[config.mk]
export PLATFORM = sky130hd
export DESIGN_NAME = tensor_permute_transpose_4d_top
export DESIGN_NICKNAME = d
export VERILOG_FILES = /design/src/rtl/ptt_pkg.sv /design/src/rtl/ptt_cfg.sv /design/src/rtl/ptt_front.sv /design/src/rtl/ptt_fifo.sv /design/src/rtl/ptt_back.sv /design/src/rtl/tensor_permute_transpose_4d_top.sv
export SDC_FILE = /design/constraint.sdc
export NUM_CORES = 2
export LEC_CHECK = 0
export BUFFER_PORTS_ARGS = -buffer_cell sky130_fd_sc_hd__buf_4
export CAP_MARGIN = 20
export CORE_UTILIZATION = 50
export CTS_CLUSTER_SIZE = 8
export DETAILED_ROUTE_END_ITERATION = 8
export GPL_TIMING_DRIVEN = 0
export HOLD_SLACK_MARGIN = 0.12
export PLACE_DENSITY_LB_ADDON = 0.3
export SLEW_MARGIN = 5
export SYNTH_ARGS = -nofsm -noshare
export SYNTH_HDL_FRONTEND = slang
export SYNTH_SLANG_ARGS = --single-unit
[constraint.sdc]
create_clock -name clk -period 8.65 [get_ports clk]
set_input_delay 0.4325 -clock clk [delete_from_list [all_inputs] [get_ports clk]]
set_output_delay 0.4325 -clock clk [all_outputs]
set_load 0.005 [all_outputs]
[src/rtl/ptt_pkg.sv]
`default_nettype none
package ptt_pkg;

  // Field and counter widths
  localparam int DIM_W     = 13;
  localparam int COORD_W   = 12;
  localparam int MAX_DIM   = 4096;
  localparam int ADDR_W    = 32;
  localparam int BYTE_W    = 3;
  localparam int ES_W      = 4;
  localparam int MAX_ES    = 8;
  localparam int PERM_W    = 8;
  localparam int DATA_W    = 8;
  localparam int CFG_IDX_W = 3;
  localparam int OS1_W     = 2 * COORD_W + 1;

  // Word queue between front and back
  localparam int FIFO_DEPTH = 4;
  localparam int FIFO_AW    = 2;

  // Cycles for the stride pipeline to settle after a register write
  localparam int SETTLE_W   = 2;
  localparam int CFG_SETTLE = 3;

  // Register map
  typedef enum logic [CFG_IDX_W-1:0] {
    CFG_DIM0 = 3'd0,
    CFG_DIM1 = 3'd1,
    CFG_DIM2 = 3'd2,
    CFG_DIM3 = 3'd3,
    CFG_PERM = 3'd4,
    CFG_ELEM = 3'd5
  } cfg_idx_t;

  typedef logic [COORD_W-1:0] coord_t;
  typedef logic [DIM_W-1:0]   dim_t;
  typedef logic [ADDR_W-1:0]  addr_t;

  // Effective settings seen by the front
  typedef struct packed {
    dim_t [3:0]             dim;
    logic [3:0][1:0]        ax;
    logic [ES_W-1:0]        es;
    logic                   settling;
  } cfg_view_t;

  // One classified byte on its way to the back
  typedef struct packed {
    coord_t [3:0]           pc;
    logic [BYTE_W-1:0]      bidx;
    logic [DATA_W-1:0]      data;
    logic                   last;
  } item_t;

  typedef struct packed {
    logic [FIFO_AW:0]       count;
    logic                   full;
    logic                   empty;
  } fifo_stat_t;

  // Zero reads as one, oversize saturates
  function automatic dim_t eff_dim(input logic [DIM_W-1:0] d);
    dim_t r;
    if (d == '0) begin
      r = DIM_W'(1);
    end else if (d > DIM_W'(MAX_DIM)) begin
      r = DIM_W'(MAX_DIM);
    end else begin
      r = d;
    end
    return r;
  endfunction

  function automatic logic [ES_W-1:0] eff_es(input logic [ES_W-1:0] e);
    logic [ES_W-1:0] r;
    if (e == '0) begin
      r = ES_W'(1);
    end else if (e > ES_W'(MAX_ES)) begin
      r = ES_W'(MAX_ES);
    end else begin
      r = e;
    end
    return r;
  endfunction

endpackage
`default_nettype wire

[src/rtl/ptt_cfg.sv]
`default_nettype none
module ptt_cfg
  import ptt_pkg::*;
(
  input  wire logic                 clk,
  input  wire logic                 rst,
  input  wire logic                 cfg_we,
  input  wire logic [CFG_IDX_W-1:0] cfg_index,
  input  wire logic [DIM_W-1:0]     cfg_wdata,
  output cfg_view_t                 view,
  output addr_t [3:0]               ss
);

  logic [DIM_W-1:0]  dim_reg [4];
  logic [PERM_W-1:0] perm_reg;
  logic [ES_W-1:0]   es_reg;
  logic [SETTLE_W-1:0] settle;

  dim_t [3:0]        id;
  dim_t [3:0]        od;
  logic [3:0][1:0]   ax;
  logic [ES_W-1:0]   es;
  logic [2*DIM_W-1:0] p1;
  logic [OS1_W+DIM_W-1:0] p0;
  logic [OS1_W-1:0]  os1;
  addr_t             os0;

  // Register writes
  always_ff @(posedge clk) begin
    if (rst) begin
      dim_reg[0] <= DIM_W'(1);
      dim_reg[1] <= DIM_W'(1);
      dim_reg[2] <= DIM_W'(1);
      dim_reg[3] <= DIM_W'(1);
      perm_reg   <= PERM_W'(228);
      es_reg     <= ES_W'(1);
    end else if (cfg_we) begin
      case (cfg_idx_t'(cfg_index))
        CFG_DIM0: dim_reg[0] <= cfg_wdata;
        CFG_DIM1: dim_reg[1] <= cfg_wdata;
        CFG_DIM2: dim_reg[2] <= cfg_wdata;
        CFG_DIM3: dim_reg[3] <= cfg_wdata;
        CFG_PERM: perm_reg   <= cfg_wdata[PERM_W-1:0];
        CFG_ELEM: es_reg     <= cfg_wdata[ES_W-1:0];
        default: ;
      endcase
    end
  end

  // Hold off input while strides settle
  always_ff @(posedge clk) begin
    if (rst) begin
      settle <= '0;
    end else if (cfg_we) begin
      settle <= SETTLE_W'(CFG_SETTLE);
    end else if (settle != '0) begin
      settle <= settle - SETTLE_W'(1);
    end
  end

  // Effective dims and permuted dims
  always_comb begin
    es = eff_es(es_reg);
    for (int i = 0; i < 4; i++) begin
      id[i] = eff_dim(dim_reg[i]);
      ax[i] = perm_reg[2*i +: 2];
    end
    for (int k = 0; k < 4; k++) begin
      od[k] = id[ax[k]];
    end
    p1 = (2*DIM_W)'(od[3]) * (2*DIM_W)'(od[2]);
    p0 = (OS1_W+DIM_W)'(os1) * (OS1_W+DIM_W)'(od[1]);
  end

  // Stride chain, one multiply per stage, then scale by element size
  always_ff @(posedge clk) begin
    os1   <= p1[OS1_W-1:0];
    os0   <= p0[ADDR_W-1:0];
    ss[3] <= ADDR_W'(es);
    ss[2] <= ADDR_W'(od[3]) * ADDR_W'(es);
    ss[1] <= ADDR_W'(os1) * ADDR_W'(es);
    ss[0] <= os0 * ADDR_W'(es);
  end

  assign view.dim      = id;
  assign view.ax       = ax;
  assign view.es       = es;
  assign view.settling = (settle != '0);

endmodule
`default_nettype wire

[src/rtl/ptt_front.sv]
`default_nettype none
module ptt_front
  import ptt_pkg::*;
(
  input  wire logic              clk,
  input  wire logic              rst,
  input  wire logic              s_tvalid,
  output logic                   s_tready,
  input  wire logic [DATA_W-1:0] s_tdata,
  input  wire cfg_view_t         view,
  input  wire logic              q_full,
  output logic                   push,
  output item_t                  item
);

  coord_t [3:0]      coord;
  coord_t [3:0]      coord_next;
  logic [BYTE_W-1:0] bidx;
  logic [BYTE_W-1:0] bidx_next;
  logic              wrap_b;
  logic [3:0]        wrap_c;
  logic              carry;

  assign s_tready = !q_full && !view.settling;
  assign push     = s_tvalid && s_tready;

  // Wrap tests; a counter at or past its limit counts as at the limit
  always_comb begin
    wrap_b = (ES_W'(bidx) + ES_W'(1)) >= view.es;
    for (int i = 0; i < 4; i++) begin
      wrap_c[i] = (DIM_W'(coord[i]) + DIM_W'(1)) >= view.dim[i];
    end
  end

  // Classify the word: permuted coordinates, byte index, last flag
  always_comb begin
    for (int k = 0; k < 4; k++) begin
      item.pc[k] = coord[view.ax[k]];
    end
    item.bidx = bidx;
    item.data = s_tdata;
    item.last = wrap_b && (&wrap_c);
  end

  // Byte counter, then axis 3 fastest down to axis 0
  always_comb begin
    coord_next = coord;
    bidx_next  = bidx;
    carry      = 1'b0;
    if (push) begin
      bidx_next = wrap_b ? '0 : bidx + BYTE_W'(1);
      carry     = wrap_b;
      for (int i = 3; i >= 0; i--) begin
        if (carry) begin
          coord_next[i] = wrap_c[i] ? '0 : coord[i] + COORD_W'(1);
        end
        carry = carry && wrap_c[i];
      end
    end
  end

  always_ff @(posedge clk) begin
    if (rst) begin
      coord <= '0;
      bidx  <= '0;
    end else begin
      coord <= coord_next;
      bidx  <= bidx_next;
    end
  end

endmodule
`default_nettype wire

[src/rtl/ptt_fifo.sv]
`default_nettype none
module ptt_fifo
  import ptt_pkg::*;
(
  input  wire logic  clk,
  input  wire logic  rst,
  input  wire logic  push,
  input  wire item_t wdata,
  input  wire logic  pop,
  output item_t      rdata,
  output fifo_stat_t stat
);

  item_t              mem [FIFO_DEPTH];
  logic [FIFO_AW-1:0] wptr;
  logic [FIFO_AW-1:0] rptr;
  logic [FIFO_AW:0]   count;

  // Storage
  always_ff @(posedge clk) begin
    if (push) begin
      mem[wptr] <= wdata;
    end
  end

  // Pointers and fill level
  always_ff @(posedge clk) begin
    if (rst) begin
      wptr  <= '0;
      rptr  <= '0;
      count <= '0;
    end else begin
      if (push) begin
        wptr <= wptr + FIFO_AW'(1);
      end
      if (pop) begin
        rptr <= rptr + FIFO_AW'(1);
      end
      if (push && !pop) begin
        count <= count + (FIFO_AW+1)'(1);
      end else if (pop && !push) begin
        count <= count - (FIFO_AW+1)'(1);
      end
    end
  end

  assign rdata      = mem[rptr];
  assign stat.count = count;
  assign stat.full  = (count == (FIFO_AW+1)'(FIFO_DEPTH));
  assign stat.empty = (count == '0);

endmodule
`default_nettype wire

[src/rtl/ptt_back.sv]
`default_nettype none
module ptt_back
  import ptt_pkg::*;
(
  input  wire logic                     clk,
  input  wire logic                     rst,
  input  wire logic                     in_valid,
  output logic                          in_ready,
  input  wire item_t                    item,
  input  wire addr_t [3:0]              ss,
  output logic                          m_tvalid,
  input  wire logic                     m_tready,
  output logic [ADDR_W+DATA_W-1:0]      m_tdata,
  output logic                          m_tlast
);

  logic              v1;
  addr_t [3:0]       prod;
  logic [BYTE_W-1:0] b1;
  logic [DATA_W-1:0] d1;
  logic              l1;

  logic              v2;
  addr_t             off2;
  logic [DATA_W-1:0] d2;
  logic              l2;

  logic              ready1;
  logic              ready2;
  addr_t             sum;

  assign ready2   = !v2 || m_tready;
  assign ready1   = !v1 || ready2;
  assign in_ready = ready1;

  // Stage valids
  always_ff @(posedge clk) begin
    if (rst) begin
      v1 <= 1'b0;
      v2 <= 1'b0;
    end else begin
      if (ready1) begin
        v1 <= in_valid;
      end
      if (ready2) begin
        v2 <= v1;
      end
    end
  end

  // Stage 1: coordinate times scaled stride, modulo 2^32
  always_ff @(posedge clk) begin
    if (ready1 && in_valid) begin
      for (int k = 0; k < 4; k++) begin
        prod[k] <= ADDR_W'(item.pc[k]) * ss[k];
      end
      b1 <= item.bidx;
      d1 <= item.data;
      l1 <= item.last;
    end
  end

  // Stage 2: sum of terms plus byte index into the output register
  assign sum = prod[0] + prod[1] + prod[2] + prod[3] + ADDR_W'(b1);

  always_ff @(posedge clk) begin
    if (ready2 && v1) begin
      off2 <= sum;
      d2   <= d1;
      l2   <= l1;
    end
  end

  assign m_tvalid = v2;
  assign m_tdata  = {d2, off2};
  assign m_tlast  = l2;

endmodule
`default_nettype wire

[src/rtl/tensor_permute_transpose_4d_top.sv]
// Channel   Dir  Words                         tdata / tuser / tlast
// s_axis    in   one source byte               tdata[7:0] data_byte
// m_axis    out  one offset per source byte    tdata[31:0] dest_offset, [39:32] out_byte;
//                                              tlast final_byte
// cfg       in   register write, no read-back  cfg_index selects, cfg_wdata[12:0]
//
// One word per cycle sustained while m_tready is high and no register write is
// settling; m_tvalid rises once an accepted word has passed the queue write on the
// accepting edge, then the multiply stage and the sum stage. After any register write
// s_tready stays low while the stride multiply chain settles. Reset is synchronous
// and clears the counters. m_tready low fills the two back stages and then the
// four-word queue before s_tready drops.
`default_nettype none
module tensor_permute_transpose_4d_top
  import ptt_pkg::*;
(
  input  wire logic                 clk,
  input  wire logic                 rst,
  input  wire logic                 s_tvalid,
  output logic                      s_tready,
  input  wire logic [DATA_W-1:0]    s_tdata,   // [7:0] data_byte
  output logic                      m_tvalid,
  input  wire logic                 m_tready,
  output logic [ADDR_W+DATA_W-1:0]  m_tdata,   // [31:0] dest_offset, [39:32] out_byte
  output logic                      m_tlast,
  input  wire logic                 cfg_we,
  input  wire logic [CFG_IDX_W-1:0] cfg_index,
  input  wire logic [DIM_W-1:0]     cfg_wdata
);

  cfg_view_t   view;
  addr_t [3:0] ss;
  item_t       f_item;
  item_t       q_item;
  fifo_stat_t  q_stat;
  logic        push;
  logic        pop;
  logic        b_ready;

  ptt_cfg u_cfg (
    .clk       (clk),
    .rst       (rst),
    .cfg_we    (cfg_we),
    .cfg_index (cfg_index),
    .cfg_wdata (cfg_wdata),
    .view      (view),
    .ss        (ss)
  );

  ptt_front u_front (
    .clk      (clk),
    .rst      (rst),
    .s_tvalid (s_tvalid),
    .s_tready (s_tready),
    .s_tdata  (s_tdata),
    .view     (view),
    .q_full   (q_stat.full),
    .push     (push),
    .item     (f_item)
  );

  ptt_fifo u_fifo (
    .clk   (clk),
    .rst   (rst),
    .push  (push),
    .wdata (f_item),
    .pop   (pop),
    .rdata (q_item),
    .stat  (q_stat)
  );

  assign pop = !q_stat.empty && b_ready;

  ptt_back u_back (
    .clk      (clk),
    .rst      (rst),
    .in_valid (!q_stat.empty),
    .in_ready (b_ready),
    .item     (q_item),
    .ss       (ss),
    .m_tvalid (m_tvalid),
    .m_tready (m_tready),
    .m_tdata  (m_tdata),
    .m_tlast  (m_tlast)
  );

`ifndef SYNTHESIS
  a_settle_block: assert property (@(posedge clk) disable iff (rst)
    cfg_we |=> !s_tready)
    else $error("word accepted while strides settle");

  a_no_overflow: assert property (@(posedge clk) disable iff (rst)
    s_tready |-> !q_stat.full)
    else $error("input ready with queue full");

  a_count_bound: assert property (@(posedge clk) disable iff (rst)
    q_stat.count <= (FIFO_AW+1)'(FIFO_DEPTH))
    else $error("queue fill level beyond depth");
`endif

endmodule
`default_nettype wire

==> results.md <==
- Synth area leaders: fa_1, edfxtp_1, ha_1
- WL final: 202 mm
- Insertion delay to the later sink of the worst-skew pair: 0.74 ns
- Worst setup path class: reg2reg
- Nature of the critical path startpoint: flop
- Gr usage total: 27.0%
- Status: finished clean
- Worst Setup End Kind: flop
- First-pass GRT wire length: 318 mm
- Slew headroom: 27.2%
- Actual slew at the worst max-slew pin: 1.09 ns
- RSZ-0062 raised after global routing: no
- Worst Hold Class: reg2reg
- Design area: 83000 µm²
- Post-synthesis sequential area ratio: 23.5%
- Hpwl dp: 165 mm
- Fin Setup TNS: 0 ns
- EDFF count, synth: 454
- Core Rows: 143
- Flop2flop setup slack: 0.31 ns
- Post-synth top flop: edfxtp_1
- Via count: 54.0k
- Fin. max-slew vios: 0
- Area leader, netlist: fa_1
- Data arrival, critical path: 8.74 ns
- Yosys cell types: 87
- CTS tree: done
- Area growth from synthesis to layout: 8.59%
- Routability cong.: 0.964
- Die Area: 154000 µm²
- Mapped Nets: 9299
- Min Tclk post-route: 8.34 ns
- Asr flop ratio synth: 0%
- Fmax: 0.120 GHz
- Avg Vias per Cell: 5.48
- Max-Cap Viols: 0
- Top reg by flops: u_fifo.mem
- Crit Path Max Fanout: 10
- Nets: 9506
- Mapped Area: 76500 µm²
- Cts bufs inserted: 96
- # setup viols final: 0
- Die width: 393 µm
- Wire per inst: 20.5 µm
- Core area: 152000 µm²
- Count of clock tree sinks: 669
- Synthesized area per cell: 10.1 µm²
- Synthesis-stage register bit count: 669
- Synthesis Warnings: 0
- Fin. Hold Viols: 0
- Post-Syn Instances: 7548
- H-Tree Depth: 3
- Final cell count without fillers: 9858
- Place WS: -0.0649 ns
- Max Root-Sink Buffers: 3
- 1st-pass router iterations: 6
- Largest register FFs: 240
- Initial Util: 50.3%
- Root Buffer: clkbuf_16
- Worst EP required: 9.05 ns
- Largest registers: u_fifo.mem: 240 flops, u_back.prod: 109 flops, u_cfg.ss: 82 flops
- Vias in the first global route: 56.6k
- IO Pins: 72
- Worst-path clk slew: 0.05 ns
- Inst Count DP: 9660
- Placed cell area: 79800 µm²
- Residual DRC: 0
- GRT Residual Overflow: 0
- Die height: 393 µm
- Setup WS post-layout: 0.309 ns
- Initial antenna violation count: 14
- Share of the synthesized area in the top cell type: 30.9%
- Largest net degree at the start of global routing: 56
- Period utilization: 96.4%
- Share of cells above drive strength 1: 5.35%
- Port Buffers: 71
- Iter 0 DRT Violations: 4224
- Clk_skew: 0.0857 ns
- Final ANT Viol Nets: 0
## worst max-delay path, stage by stage (launching register included)
cell and delay (ns):
dfxtp_1 0.31, clkbuf_1 0.41, clkbuf_2 0.38, clkbuf_2 0.39
mux4_2 0.47, buf_1 0.47, nand2_1 0.15, fa_1 0.53
inv_1 0.05, fa_1 0.49, inv_1 0.05, fa_1 0.53
inv_1 0.06, fa_1 0.49, fa_1 0.42, ha_1 0.27
or3_4 0.43, a2111oi_4 0.38, o31ai_1 0.19, a2111oi_2 0.48
o31ai_1 0.24, a211o_1 0.29, a21oi_1 0.17, xnor2_1 0.33
## stage by stage
stage          utilization [%]  hold slack [ns]
6_report                  54.7            0.400
5_1_grt                   54.7            0.412
4_1_cts                   54.6            0.383
3_5_place_dp              52.5            0.405
3_3_place_gp              52.4            0.401
2_1_floorplan                -            0.400
## cell type report
cell class | count | area [µm²]
Timing Repair Buffer | 111 | 1060
Fill cell | 13200 | 68900
Buffer | 321 | 1220
Inverter | 1308 | 4910
Clock buffer | 157 | 2660
Clock inverter | 11 | 260
Antenna cell | 3 | 7.51
Multi-Input combinational cell | 5248 | 52400
Tap cell | 2030 | 2540
Sequential cell | 669 | 17900
## final timing paths
path / startpoint / to / cells after the start
hold reg to reg: u_back.d1[6] / u_back.d2[6] / 0
setup reg to reg: flop / u_back.prod[89] / 23
setup / recovery: flop / u_back.prod[89] / 23
hold / removal: u_back.d1[6] / u_back.d2[6] / 0
## repair_timing
item,CTS,global route
gates resized for setup,1,2
setup endpoints to repair,3,11
hold buffers,28,0
buffers inserted,0,0
hold endpoints to repair,104,0
## cells in the mapped netlist, types with 14 or more instances
library cell,n
inv_1,1306
nand2_1,1189
fa_1,1179
ha_1,543
and2_1,542
edfxtp_1,454
clkbuf_1,286
nor2_1,280
dfxtp_1,215
xnor2_1,215
a21oi_1,214
mux4_2,159
o21ai_0,121
a21o_1,101
xor2_1,101
nor2b_1,80
nand3_1,51
and3_1,43
nor3_1,38
nand2b_1,37
o21a_1,34
o21bai_1,26
buf_1,24
nand3b_1,24
a211oi_1,22
a31oi_1,20
or2_2,20
o211ai_1,14
o31ai_1,14
## cells by family after synthesis
| family | count (synthesis) | synth area share (%) |
|---|---|---|
| AOI/OAI and AO/OA | 685 | 5.88 |
| and+or+nand+nor | 2356 | 14.4 |
| xor gates and xnor gates | 316 | 3.62 |
| buffers and inverters | 1631 | 8.03 |
| muxes | 169 | 4.82 |
| DFF | 669 | 23.5 |
| adders and majority gates | 1722 | 39.8 |
## placed cells by master, fill, tap and decap left out, types with 20 or more instances in the layout
cell type      Yosys  layout
a211oi_1          22      22
a21o_1           101     101
a21oi_1          214     213
a31oi_1           20      20
and2_1           542     542
and3_1            43      39
buf_1             24      24
buf_4              0      72
clkbuf_1         286     340
clkbuf_16          0      96
dfxtp_1          215     215
dlygate4sd3_1      0      28
edfxtp_1         454     454
fa_1            1179    1179
ha_1             543     543
inv_1           1306    1306
mux4_2           159     159
nand2_1         1189    1189
nand2b_1          37      37
nand3_1           51      51
nand3b_1          24      24
nor2_1           280     280
nor2b_1           80      79
nor3_1            38      38
o21a_1            34      34
o21ai_0          121     121
o21bai_1          26      26
or2_2             20      20
xnor2_1          215     215
xor2_1           101     101
## routing by layer
layer	vias up	GRT usage, %	routed length (µm)
met5	-	0	61
met4	8	10.4	8530
met3	365	4.26	14800
met2	2063	44.0	94300
met1	27300	36.2	84000
li1	24300	-	-
Power is not shown: default switching activity piles up to over one toggle a cycle in this logic, so the estimate is an artifact.
